<file path="config.mk">
export PLATFORM = sky130hd
export DESIGN_NAME = stq_cell
export DESIGN_NICKNAME = d
export VERILOG_FILES = /design/src/hw/rtl/stq_pkg.sv /design/src/hw/rtl/stq_cell.sv
export SDC_FILE = /design/constraint.sdc
export NUM_CORES = 1
export LEC_CHECK = 0
export ABC_AREA = 0
export ABC_CLOCK_PERIOD_IN_PS = 4019
export BUFFER_PORTS_ARGS = -buffer_cell sky130_fd_sc_hd__buf_2
export CAP_MARGIN = 40
export CORE_AREA = 2 2 109 111
export CTS_CLUSTER_DIAMETER = 100
export CTS_CLUSTER_SIZE = 20
export DETAILED_ROUTE_END_ITERATION = 16
export DIE_AREA = 0 0 111 113
export PLACE_DENSITY_LB_ADDON = 0.25
export SYNTH_ARGS = -nofsm -noshare
export SYNTH_HDL_FRONTEND = slang
export SYNTH_SLANG_ARGS = --single-unit
</file>
<file path="constraint.sdc">
create_clock -name clk -period 4.02 [get_ports clk]
set_clock_uncertainty 0.05 [all_clocks]
set_input_delay 0.603 -clock clk [delete_from_list [all_inputs] [get_ports clk]]
set_output_delay 0.603 -clock clk [all_outputs]
set_load 0.05 [all_outputs]
</file>
<file path="src/hw/rtl/stq_pkg.sv">
// ----------------------------------------------------------------------------
// Sorted timer queue package
// Shared widths, codes and structures of the sorted timer queue.
// ----------------------------------------------------------------------------
`timescale 1ns / 1ps
`default_nettype none

package stq_pkg;

	localparam int DEPTH    = 128;
	localparam int TAG_BITS = 16;

	localparam int IDX_W  = $clog2(DEPTH);
	localparam int CNT_W  = $clog2(DEPTH + 1);
	localparam int DL_W   = 48;
	localparam int NOW_W  = 47;
	localparam int DLY_W  = 32;
	localparam int TAGF_W = 16;
	localparam int SLOT_W = 7;
	localparam int POS_W  = 7;
	localparam int PEND_W = 8;
	localparam int SEL_W  = (CNT_W > SLOT_W) ? CNT_W : SLOT_W;

	localparam int IN_W  = 104;
	localparam int OUT_W = 88;

	typedef enum logic [1:0] {
		OP_INSERT = 2'd0,
		OP_REMOVE = 2'd1,
		OP_QUERY  = 2'd2,
		OP_NONE   = 2'd3
	} op_t;

	typedef enum logic [1:0] {
		ST_OK        = 2'd0,
		ST_FULL      = 2'd1,
		ST_BAD_INDEX = 2'd2,
		ST_EMPTY     = 2'd3
	} status_t;

	typedef struct packed {
		logic [DL_W-1:0]     dl;
		logic [TAG_BITS-1:0] tag;
	} stq_entry_t;

	typedef struct packed {
		logic                ins_en;
		logic                rem_en;
		logic [DL_W-1:0]     key;
		logic [TAG_BITS-1:0] tag;
		logic [SEL_W-1:0]    count;
		logic [SEL_W-1:0]    slot;
	} stq_cmd_t;

endpackage

`default_nettype wire

</file>
<file path="src/hw/rtl/stq_cell.sv">
// ----------------------------------------------------------------------------
// Sorted timer queue cell
// Holds one entry, compares it with the key and shifts with its neighbours.
// ----------------------------------------------------------------------------
`timescale 1ns / 1ps
`default_nettype none

module stq_cell import stq_pkg::*; (
	input  wire logic             clk,
	input  wire logic [IDX_W-1:0] idx,
	input  wire stq_cmd_t         cmd,
	input  wire stq_entry_t       left,
	input  wire stq_entry_t       right,
	input  wire logic             prev_le,
	output logic                  le,
	output stq_entry_t            entry
);

	stq_entry_t entry_q;
	logic       occupied;

	always_comb begin
		occupied = SEL_W'(idx) < cmd.count;
		le       = occupied && (entry_q.dl <= cmd.key);
		entry    = entry_q;
	end

	always_ff @(posedge clk) begin
		if (cmd.ins_en) begin
			if (!le) begin
				if (prev_le) begin
					entry_q.dl  <= cmd.key;
					entry_q.tag <= cmd.tag;
				end else begin
					entry_q <= left;
				end
			end
		end else if (cmd.rem_en) begin
			if (SEL_W'(idx) >= cmd.slot) begin
				entry_q <= right;
			end
		end
	end

endmodule

`default_nettype wire

</file>
Yosys cells after proc, flatten, opt, wreduce, memory -nomap -nowiden
Index checks and enable logic that the tools add are counted.
{"block": "word_totals", "reg_bits": 64, "in_bits": 219, "wordCells": 15, "out_inout_bits": 65}
{"block": "classes", "n_eq_ne": 1, "muxes": 5, "n_lt_le_gt_ge": 3, "reduce_logical": 4}
{"op": "64-bit 2-to-1 mux", "n": 5}
{"op": "48-bit less-or-equal comparator", "n": 1}
{"op": "7-bit by 8-bit greater-or-equal comparator with 1-bit output", "n": 1}
{"op": "7-bit by 8-bit less-than comparator with 1-bit output", "n": 1}
{"op": "2-bit nonzero test", "n": 2}
{"op": "3-bit AND reduction", "n": 1}
{"op": "2-bit inequality test (second input constant)", "n": 1}
{"op": "1-bit logical AND", "n": 1}

Longest topological paths before layout
Gate-level depths: netlist of the first run.
{"block": "logic_depth", "ltp_word": 4, "ltp_mapped": 9, "ltp_nobuf": 9}

Worst setup path before layout of the first run
Ideal clock, no wire load.
{"block": "synth_timing", "path_kind": "reg2reg", "start": "register entry_q, in the netlist entry[45]", "end": "register entry_q, in the netlist entry[0] (enable)", "n_path_buf": 0, "t_arrival_ns": 3.360, "path_stages_with_launch": 9, "required_ns": 3.542, "setup_slack_ns": 0.183, "setup_ns": 0.428, "synth_period_minus_slack_ns": 3.837, "path_cell_list": "edfxtp_1 -> ha_1 -> nand4_1 -> nor3_1 -> nand3_1 -> o32ai_1 -> a211oi_1 -> o21ai_1 -> a31o_1"}
{"block": "synth_via", "elab_chain_len": 4}
{"item": "from (decl)", "line_no": "stq_cell.sv:19", "source": "stq_entry_t entry_q;"}
{"item": "from (signal assigned)", "line_no": "stq_cell.sv:35", "source": "entry_q <= left;"}
{"item": "from (signal assigned)", "line_no": "stq_cell.sv:40", "source": "entry_q <= right;"}
{"item": "48-bit less-or-equal comparator", "line_no": "stq_cell.sv:24", "source": "le = occupied && (entry_q.dl <= cmd.key);"}
{"item": "1-bit logical AND", "line_no": "stq_cell.sv:24"}
{"item": "2-bit inequality test (no source line)"}
{"item": "3-bit AND reduction (no source line)"}
No other way between the ends.
A chain may end at the register's enable or synchronous reset.

Worst setup path after layout of the first run
{"block": "layout_timing", "start": "input cmd[46] in the netlist's numbering", "end": "output le"}
{"block": "layout_via", "elab_chain_len": 2}
{"item": "from (decl)", "line_no": "stq_cell.sv:11", "source": "input wire stq_cmd_t cmd,"}
{"item": "48-bit less-or-equal comparator", "line_no": "stq_cell.sv:24"}
{"item": "1-bit logical AND", "line_no": "stq_cell.sv:24"}
{"item": "to (decl)", "line_no": "stq_cell.sv:15", "source": "output logic le,"}
No other way between the ends.

==> results of run 1 <==
how the worst max path moves through the flow:
stage	start	to	slack (ns)	depth (start not counted)
after floorplan	entry[45]	entry[0]	0.18	8
after global placement	cmd[46]	le	0.77	11
after detailed placement	cmd[61]	entry[43]	0.74	11
after CTS	cmd[46]	le	0.74	11
after global routing	entry[27]	le	0.63	9
final	cmd[46]	le	0.79	11
layer usage:
metal / routed length, µm / track usage [%] / up-vias
met5: 0 / 0 / -
met1: 5662 / 26.58 / 2117
met4: 257 / 8.250 / 0
met2: 7166 / 40.41 / 186
met3: 953 / 4.821 / 23
li1: - / - / 2348
worst max-delay path, cell delays in order:
cell,delay (ns)
buf_2,0.09
inv_1,0.04
ha_1,0.31
a21oi_1,0.15
nand2_1,0.07
a221oi_1,0.49
o32ai_1,0.14
a211oi_1,0.18
o21ai_1,0.13
nand2_1,0.08
buf_2,0.28
synth_stat cells:
library cell  instances  area (µm²)
ha_1                 61       763.2
a211oi_1              5       37.54
a21oi_1              82       410.4
nor3_1                1       5.000
nor2b_1               2       12.51
mux2i_1              64       640.6
a221oi_1              2       17.52
a21oi_2               1       8.760
edfxtp_1             64        1922
buf_1                 5       18.77
nand4b_1              1       8.760
o211ai_1              3       22.52
nor2b_2               1       8.760
o2111ai_1             1       8.760
o21ai_0               8       40.04
a221o_1               1       10.01
nand3_1               5       25.02
o21bai_1              1       7.510
o21ai_2               1       8.760
and4_1                2       17.52
o21ai_1               2       10.01
nand4_1               7       43.79
nor2_1               79       296.5
inv_1                64       240.2
o32ai_1               1       8.760
buf_2                 7       35.03
o21a_1                1       7.510
a211oi_2              1       12.51
a211o_1               1       8.760
clkbuf_1              9       33.78
nand2_1              17       63.81
a31o_1                1       8.760
cell type report:
type	count	area [µm²]	share of cell area, %
multi-input combinational	352	2522	37.73
sequential	64	1922	28.75
timing repair buffer	287	1484	22.20
inverter	64	240.2	3.593
clock buffer	9	225.2	3.369
tap	143	178.9	2.676
clock inverter	7	110.1	1.647
antenna	1	2.502	0.03743
placed cells by master, fill, tap and decap left out, drive strengths merged:
master	count
diode	1
o21bai	1
a221oi	2
nor3	1
clkinvlp	1
inv	64
and4	2
a21oi	83
o211ai	3
mux2i	64
ha	61
a211o	1
o21ai	11
nand3	5
a31o	1
buf	287
a221o	1
a211oi	6
nand4b	1
nand4	7
nor2	79
edfxtp	64
o32ai	1
nand2	17
bufinv	3
clkbuf	9
o21a	1
clkinv	3
o2111ai	1
nor2b	3
power by group through the flow:
stage	clock network, µW	logic [µW]	registers (µW)
after global placement	0	761	875
final	884	775	865
after detailed placement	0	780	878
after floorplan	0	281	1100
after CTS	903	783	865
after global routing	930	847	873
stage by stage:
step	utilization, %	area (µm²)
2_1_floorplan	-	4763
3_3_place_gp	56.07	6320
3_5_place_dp	56.31	6347
4_1_cts	59.29	6683
5_1_grt	59.29	6683
6_report	59.31	6685
kinds of logic after synthesis:
group                    count (synthesis)  share of synthesized area [%]
adder cells (fa/ha/maj)                 61                          16.02
multiplexers                            64                          13.45
buffers and inverters                   85                          6.882
AO/OA/AOI/OAI                          112                          13.19
flip-flops                              64                          40.35
AND/OR/NAND/NOR                        115                          10.11
==> key figures, run 1 <==
Outcome
  • Status: finished, final reports clean

Yosys
  • Post-Synthesis Cells: 501
  • Post-synthesis sequential area ratio: 40.35%
  • Synthesized cell area: 4763 µm²
  • Synth unique cells: 32
  • Synth warn: 0
  • Yosys reg bits: 64
  • Synthesized net count: 781
  • Mapped Avg Cell Area: 9.508 µm²

Routing
  • Wire length per cell: 15.14 µm
  • Final ANT Viol Nets: 0
  • DRT Pass-1 Iters: 4
  • Post-Route WL: 14,040 µm
  • Drt drc: 0
  • Initial DRC count: 180
  • Via density: 5.042
  • Via Count: 4,674

Global routing
  • Remaining Overflow, GRT: 0
  • All-Layer GR Usage: 22.49%
  • Largest net degree at the start of global routing: 69
  • First-pass GRT wire length: 22,430 µm
  • Vias in the first global route: 4,799
  • Initial antenna violation count: 0

Die
  • Die Y: 113 µm
  • Starting Density: 42.26%
  • FP Rows: 39
  • I/O pins: 284
  • Die width: 111 µm
  • Full die area: 12,540 µm²
  • Core area: 11,270 µm²

Pwr
  • Sw Ratio: 32.81%
  • Combinational Power Share: 30.7%
  • Internal power: 1696 µW
  • Clock Power Share: 35.0%
  • Pwr dens: 377.6 nW/µm²
  • Net Sw Power: 828.3 µW
  • Register share of total power: 34.3%
  • Leakage: 0.003469 µW
  • VDD IR max: 0.0001762 V
  • Pwr Total: 2524 µW

STA
  • Peak Freq: 0.3097 GHz
  • RSZ-0062 raised after global routing: no
  • Finish-stage setup viols: 0
  • Worst-Margin Slew: 0.6283 ns
  • Slew Viols, Final: 0
  • Final hold vios: 0
  • Slew headroom: 58.11%
  • Tmin final: 3.229 ns
  • Setup TNS: 0 ns
  • Fin crit share: 80.33%
  • Setup ws final: 0.7906 ns
  • Min Hold Slack: 0.5452 ns

Min path
  • Hold Path Cell Cnt: 3
  • Hold WC Path Type: input pin to flop
  • Hold EP: entry[2]
  • Worst Min Path Start: right[2]

Critical path
  • CP Class: input pin to output pin
  • Crit-path max FO: 3
  • R2r setup slk: 1.11 ns
  • Worst EP required: 3.37 ns
  • Element type at the critical path end: output pin
  • Reg2reg end: entry[49]
  • Nature of the critical path startpoint: input pin
  • WP data arrival: 2.58 ns
  • Critical R2R Launch: entry[46]
  • Worst R2R Path Depth: 9

CTS
  • # hold bufs at CTS: 0
  • H-tree depth: 3
  • Sinks on Clock Net: 64
  • Post-CTS Setup Bufs: 0
  • CTS tree: built
  • Clock Path Buffers: 2
  • Num CTS Buffers: 9
  • Post-CTS resize count: 0
  • Clock latency on the worst-skew pair: 0.33 ns
  • Clock-pin slew on the worst setup and hold paths: 0.05 ns
  • Root buffer cell: clkbuf_16

Cells and area
  • Max reg flops: 64
  • Non-filler cells, final: 927
  • Layout fillers: 1,018
  • Layout cell share with drive strength beyond 1: 39.08%
  • Syn-to-layout area delta: 40.35%
  • Nets: 1,058

Place
  • GPL Wtd Cong: 0.9654
  • # port buffers: 283
  • Dpl hpwl: 11,640 µm
  • Dpl ws: 0.7353 ns
  • Placed Instances: 910

Flow run
  • Max-cap violation count: 0
(Power assumes the default switching activity.)
==> run 2: changes to the inputs <==
--- a/config.mk
+++ b/config.mk
@@ -6,7 +6,7 @@
 export NUM_CORES = 1
 export LEC_CHECK = 0
 export ABC_AREA = 0
-export ABC_CLOCK_PERIOD_IN_PS = 4019
+export ABC_CLOCK_PERIOD_IN_PS = 3200
 export BUFFER_PORTS_ARGS = -buffer_cell sky130_fd_sc_hd__buf_2
 export CAP_MARGIN = 40
 export CORE_AREA = 2 2 109 111
==> constraint.sdc (replaced) <==
create_clock -name clk -period 3.2 [get_ports clk]
set_clock_uncertainty 0.05 [all_clocks]
set_input_delay 0.48 -clock clk [delete_from_list [all_inputs] [get_ports clk]]
set_output_delay 0.48 -clock clk [all_outputs]
set_load 0.05 [all_outputs]
==> key figures, run 2 (same netlist as run 1, synthesis figures left out) <==
Routing
  • Drt drc: 0 (unchanged)
  • Wire length per cell: 14.84 µm (-2.0%)
  • Via density: 4.999 (-0.86%)
  • Final ANT Viol Nets: 0 (unchanged)
  • DRT Pass-1 Iters: 4 (unchanged)
  • Via Count: 4,639 (-0.75%)
  • Post-Route WL: 13,770 µm (-1.9%)
  • Initial DRC count: 205 (+14%)

CTS
  • Clock latency on the worst-skew pair: 0.32 ns (about the same)
  • Clock-pin slew on the worst setup and hold paths: 0.06 ns (about the same)
  • Root buffer cell: clkbuf_16
  • Sinks on Clock Net: 64 (unchanged)
  • H-tree depth: 3 (unchanged)
  • Num CTS Buffers: 9 (unchanged)
  • Clock Path Buffers: 2 (unchanged)
  • CTS tree: built
  • Post-CTS Setup Bufs: 0 (unchanged)

Pwr
  • Combinational Power Share: 32.6% (+1.9 points)
  • Register share of total power: 36.1% (+1.8 points)
  • Pwr Total: 3004 µW (+19%)
  • Pwr dens: 451.5 nW/µm² (+20%)
  • VDD IR max: 0.0001999 V (+13%)
  • Sw Ratio: 34.13% (+1.3 points)
  • Net Sw Power: 1025 µW (+24%)
  • Internal power: 1979 µW (+17%)
  • Clock Power Share: 31.3% (-3.7 points)
  • Leakage: 0.003459 µW (-0.29%)

Place
  • Dpl hpwl: 11,410 µm (-1.9%)
  • Placed Instances: 912 (+0.22%)
  • GPL Wtd Cong: 0.9016 (-6.6%)
  • # port buffers: 283 (unchanged)

Critical path
  • Reg2reg end: entry[60]
  • Element type at the critical path end: output pin
  • Nature of the critical path startpoint: flop
  • Crit-path max FO: 3 (unchanged)
  • Critical R2R Launch: entry[46]
  • WP data arrival: 2.48 ns (-0.10 ns)
  • Worst EP required: 2.67 ns (-0.70 ns)
  • CP Class: flop to output pin
  • R2r setup slk: 0.56 ns (-0.55 ns)
  • CP dominant cell by count: nand2_1
  • Slowest cell delay on critical path: 0.41 ns (-0.08 ns)
  • Worst R2R Path Depth: 9 (unchanged)
  • Critical path cell sequence: ha_1, a21oi_1, nand2_1, a221oi_1, o32ai_1, a211oi_1, o21ai_1, nand2_1, buf_2
  • Slowest CP cell: edfxtp_1

STA
  • Worst-Margin Slew: 0.6360 ns (+0.007673 ns)
  • Setup TNS: 0 ns (unchanged)
  • Slew headroom: 57.60% (-0.51 points)
  • Peak Freq: 0.3327 GHz
  • Finish-stage setup viols: 0 (unchanged)
  • Fin crit share: 93.93%
  • Slew Viols, Final: 0 (unchanged)
  • Tmin final: 3.006 ns
  • RSZ-0062 raised after global routing: no
  • Final hold vios: 0 (unchanged)

Cells and area
  • Most frequent cells in the layout: buf_2, a21oi_1, nor2_1
  • Syn-to-layout area delta: 39.69%
  • ANT cells: 0 (-1)
  • Layout fillers: 1,032 (+1.4%)
  • Max reg flops: 64 (unchanged)
  • Non-filler cells, final: 928 (+0.11%)
  • Most common cell after layout, fill and taps aside: buf_2
  • Nets: 1,060 (+0.19%)
  • Layout cell share with drive strength beyond 1: 39.11% (about the same)

Min path
  • Hold Path Cell Cnt: 3 (unchanged)
  • Worst Min Path Start: right[55]
  • Hold WC Path Type: input pin to flop
  • Hold EP: entry[55]

Die
  • Die Y: 113 µm (unchanged)
  • I/O pins: 284 (unchanged)
  • FP Rows: 39 (unchanged)
  • Starting Density: 42.26% (unchanged)
  • Die width: 111 µm (unchanged)
  • Full die area: 12,540 µm² (unchanged)
  • Core area: 11,270 µm² (unchanged)

Global routing
  • Vias in the first global route: 4,660 (-2.9%)
  • Initial antenna violation count: 0 (unchanged)
  • Remaining Overflow, GRT: 0 (unchanged)
  • First-pass GRT wire length: 21,760 µm (-3.0%)
  • All-Layer GR Usage: 21.63% (-0.86 points)
  • Largest net degree at the start of global routing: 72 (+4.3%)

Outcome
  • Status: finished, final reports clean

Flow run
  • Max-cap violation count: 0 (unchanged)
[run 2: changes by cell type in the layout (fill, tap and decap cells not counted), sizes merged]
cell,delta
buf,+2
clkinvlp,-1
bufinv,-2
clkinv,+1
clkbuf,+2
diode,-1
[run 2: how the worst max path moves through the flow]
stage	end	slack [ns]	from	cells past startpoint
after global placement	le	0.21	cmd[46]	11
after CTS	le	0.03	entry[27]	9
after floorplan	entry[0]	0.31	entry[45]	8
after detailed placement	le	0.17	cmd[43]	11
after global routing	le	0.01	entry[46]	9
final	le	0.19	entry[46]	9
[run 2: timing repair]
| action | in CTS | in global routing |
|---|---|---|
| gates resized for setup | 0 | 1 |
| endpoints found under the setup margin | 0 | 1 |
| hold buffers | 0 | 0 |
[run 2: cell type report]
cell class / count / area [µm²] / share of cell area, %
inverter: 64 / 240.2 / 3.610
clock buffer: 11 / 232.7 / 3.498
timing repair buffer: 289 / 1504 / 22.60
sequential: 64 / 1922 / 28.88
multi-input combinational: 352 / 2529 / 38.00
tap: 143 / 178.9 / 2.689
clock inverter: 5 / 47.55 / 0.7146
[run 2: metrics by stage]
stage / util [%] / hold slack, ns / setup WS (ns) / area [µm²]
2_1_floorplan: - / 0.6556 / 0.3146 / 4772
3_3_place_gp: 56.49 / 0.7515 / 0.2108 / 6367
3_5_place_dp: 56.49 / 0.7558 / 0.1652 / 6367
4_1_cts: 58.97 / 0.4137 / 0.03064 / 6648
5_1_grt: 59.03 / 0.4231 / 0.01257 / 6654
6_report: 59.03 / 0.4227 / 0.1941 / 6654
[run 2: worst max-delay path: cells and delay by family (launching register included)]
family          cells  cell delay, ns
compound gates      5            0.96
flops               1            0.41
fa+ha+maj           1            0.33
buf+inv             1            0.29
simple gates        2            0.13
[run 2: power groups by stage]
| stage | Combinational, µW | Sequential, µW | Clock, µW |
|---|---|---|---|
| finish | 980 | 1080 | 940 |
| global route | 1070 | 1090 | 993 |
| CTS | 989 | 1090 | 955 |
| detailed placement | 986 | 1100 | 0 |
| global placement | 964 | 1100 | 0 |
| floorplan | 356 | 1380 | 0 |
[run 2: per-layer routing]
metal,GRT usage (%),up-vias,part of all wire (%)
li1,-,2349,-
met1,23.97,2095,39
met2,40.04,170,52
met3,4.821,25,6.5
met4,9.167,0,2.3
met5,0,-,0
==> run 3: changes to the inputs <==
--- a/config.mk
+++ b/config.mk
@@ -7,13 +7,13 @@
 export LEC_CHECK = 0
 export ABC_AREA = 0
 export ABC_CLOCK_PERIOD_IN_PS = 3200
-export BUFFER_PORTS_ARGS = -buffer_cell sky130_fd_sc_hd__buf_2
 export CAP_MARGIN = 40
 export CORE_AREA = 2 2 109 111
 export CTS_CLUSTER_DIAMETER = 100
 export CTS_CLUSTER_SIZE = 20
 export DETAILED_ROUTE_END_ITERATION = 16
 export DIE_AREA = 0 0 111 113
+export DONT_BUFFER_PORTS = 1
 export PLACE_DENSITY_LB_ADDON = 0.25
 export SYNTH_ARGS = -nofsm -noshare
 export SYNTH_HDL_FRONTEND = slang
==> key figures, run 3 (same netlist as run 1, synthesis figures left out) <==
Critical path
  • Nature of the critical path startpoint: flop
  • Element type at the critical path end: output pin
  • R2r setup slk: 0.52 ns (-0.04 ns)
  • Crit-path max FO: 3 (unchanged)
  • CP Class: flop to output pin
  • Critical path cell sequence: ha_1, a21oi_1, nand2_1, a221oi_2, o32ai_1, a211oi_1, o21ai_1, nand2_1, buf_4
  • Worst EP required: 2.67 ns (about the same)
  • Critical R2R Launch: entry[46]
  • Slowest CP cell: edfxtp_1
  • WP data arrival: 2.40 ns (-0.08 ns)
  • CP dominant cell by count: nand2_1
  • Worst R2R Path Depth: 9 (unchanged)
  • Slowest cell delay on critical path: 0.41 ns (about the same)
  • Reg2reg end: entry[31]

Pwr
  • Pwr Total: 2843 µW (-5.4%)
  • Net Sw Power: 937.7 µW (-8.5%)
  • Pwr dens: 511.5 nW/µm² (+13%)
  • Clock Power Share: 33.2% (+1.9 points)
  • Combinational Power Share: 25.9% (-6.7 points)
  • Leakage: 0.002557 µW (-26%)
  • VDD IR max: 0.0002552 V (+28%)
  • Sw Ratio: 32.98% (-1.1 points)
  • Internal power: 1906 µW (-3.7%)
  • Register share of total power: 40.9% (+4.8 points)

Cells and area
  • Layout fillers: 1,073 (+4.0%)
  • Syn-to-layout area delta: 16.71%
  • Max reg flops: 64 (unchanged)
  • Nets: 822 (-22%)
  • Final Instance Area: 5559 µm² (-16%)
  • ANT cells: 0 (unchanged)
  • Most common cell after layout, fill and taps aside: a21oi_1
  • Most frequent cells in the layout: a21oi_1, nor2_1, inv_1, mux2i_1, edfxtp_1
  • Layout cell share with drive strength beyond 1: 13.16% (-26 points)
  • Final core occ: 49.32% (-9.7 points)

Flow run
  • Max-cap violation count: 0 (unchanged)

Global routing
  • Largest net degree at the start of global routing: 131 (+82%)
  • First-pass GRT wire length: 18,930 µm (-13%)
  • All-Layer GR Usage: 18.98% (-2.7 points)
  • Vias in the first global route: 3,871 (-17%)
  • Initial antenna violation count: 0 (unchanged)
  • Remaining Overflow, GRT: 0 (unchanged)

Place
  • Placed Area: 5259 µm² (-17%)
  • Dpl hpwl: 10,020 µm (-12%)
  • GPL Wtd Cong: 0.8503 (-5.7%)
  • # port buffers: 0 (-100%)

CTS
  • Root buffer cell: clkbuf_16
  • CTS tree: built
  • H-tree depth: 3 (unchanged)
  • Sinks on Clock Net: 64 (unchanged)
  • Num CTS Buffers: 9 (unchanged)
  • Post-CTS Setup Bufs: 0 (unchanged)
  • # hold bufs at CTS: 0 (unchanged)
  • Post-CTS resize count: 0 (unchanged)
  • Clock-pin slew on the worst setup and hold paths: 0.06 ns (about the same)
  • Clock latency on the worst-skew pair: 0.33 ns (about the same)
  • Clock Path Buffers: 2 (unchanged)

Die
  • Starting Density: 42.26% (unchanged)
  • Die width: 111 µm (unchanged)
  • Full die area: 12,540 µm² (unchanged)
  • FP Rows: 39 (unchanged)
  • Die Y: 113 µm (unchanged)
  • I/O pins: 284 (unchanged)
  • Core area: 11,270 µm² (unchanged)

Routing
  • Via Count: 3,779 (-19%)
  • Initial DRC count: 114 (-44%)
  • Via density: 5.477 (+9.6%)
  • DRT Pass-1 Iters: 4 (unchanged)
  • Post-Route WL: 12,380 µm (-10%)
  • Drt drc: 0 (unchanged)
  • Final ANT Viol Nets: 0 (unchanged)
  • Wire length per cell: 17.94 µm (+21%)

STA
  • Tmin final: 2.932 ns (-0.07402 ns)
  • Setup TNS: 0 ns (unchanged)
  • Fin crit share: 91.62% (-2.3 points)
  • Slew Viols, Final: 0 (unchanged)
  • Slew headroom: 68.01% (+10 points)
  • Finish-stage setup viols: 0 (unchanged)
  • Peak Freq: 0.3411 GHz (+2.5%)
  • Final hold vios: 0 (unchanged)
  • Worst-Margin Slew: 0.4808 ns (-0.1552 ns)
  • Min Hold Slack: 0.3265 ns (-0.09619 ns)
  • RSZ-0062 raised after global routing: no

Min path
  • Hold Path Cell Cnt: 1 (-2)
  • Worst Min Path Start: cmd[81]
  • Hold EP: entry[1]
  • Hold WC Path Type: input pin to flop

Outcome
  • Status: finished, final reports clean
[run 3: changes by cell type in the layout (fill, tap and decap cells not counted)]
cell | before | now
a221oi_1 | 1 | 0
a221oi_2 | 1 | 2
buf_12 | 3 | 1
buf_2 | 281 | 0
buf_4 | 5 | 50
nor2_1 | 79 | 78
nor2_2 | 0 | 1
nor3_1 | 1 | 0
nor3_2 | 0 | 1
[run 3: how the worst max path moves through the flow]
stage / startpoint / endpoint / slack (ns) / cells after the start
floorplan: entry[45] / entry[0] / 0.31 / 8
detailed placement: cmd[46] / entry[22] / 0.30 / 10
global route: entry[46] / le / 0.009 / 9
CTS: entry[30] / le / 0.06 / 9
finish: entry[30] / le / 0.27 / 9
global placement: cmd[46] / entry[28] / 0.32 / 10
[run 3: layer usage]
layer	vias up	global-route usage (%)	routed length [µm]	share of wire, %
met5	-	0	0	0
met3	20	5.088	868	7.0
met1	1732	21.45	4915	40
li1	1866	-	-	-
met2	161	34.60	6358	51
met4	0	6.750	240	1.9
[run 3: through the flow]
stage / setup WS, ns / instances
final: 0.2681 / 690
after global routing: 0.009476 / 690
after CTS: 0.05918 / 690
after detailed placement: 0.3006 / 674
after global placement: 0.3183 / 674
after floorplan: 0.3146 / 501
[run 3: worst max-delay path: cells and delay by family, from the launching register on]
kind,cells,cell delay (ns)
AO/OA/AOI/OAI,5,0.99
adder cells (fa/ha/maj),1,0.32
buffers and inverters,1,0.20
flip-flops,1,0.41
AND/OR/NAND/NOR,2,0.16
[run 3: final cells by class]
type | count | area [µm²] | share of cell area, %
clock inverter | 5 | 47.55 | 0.8553
tap | 143 | 178.9 | 3.219
inverter | 64 | 240.2 | 4.321
multi-input combinational | 352 | 2542 | 45.73
clock buffer | 11 | 232.7 | 4.186
sequential | 64 | 1922 | 34.57
timing repair buffer | 51 | 395.4 | 7.112
[run 3: power by group through the flow]
| stage | Sequential [µW] | Combinational (µW) | Clock, µW |
|---|---|---|---|
| after global routing | 1170 | 806 | 995 |
| final | 1160 | 736 | 944 |
| after CTS | 1160 | 741 | 960 |
| after floorplan | 1380 | 356 | 0 |
| after detailed placement | 1180 | 739 | 0 |
| after global placement | 1180 | 721 | 0 |
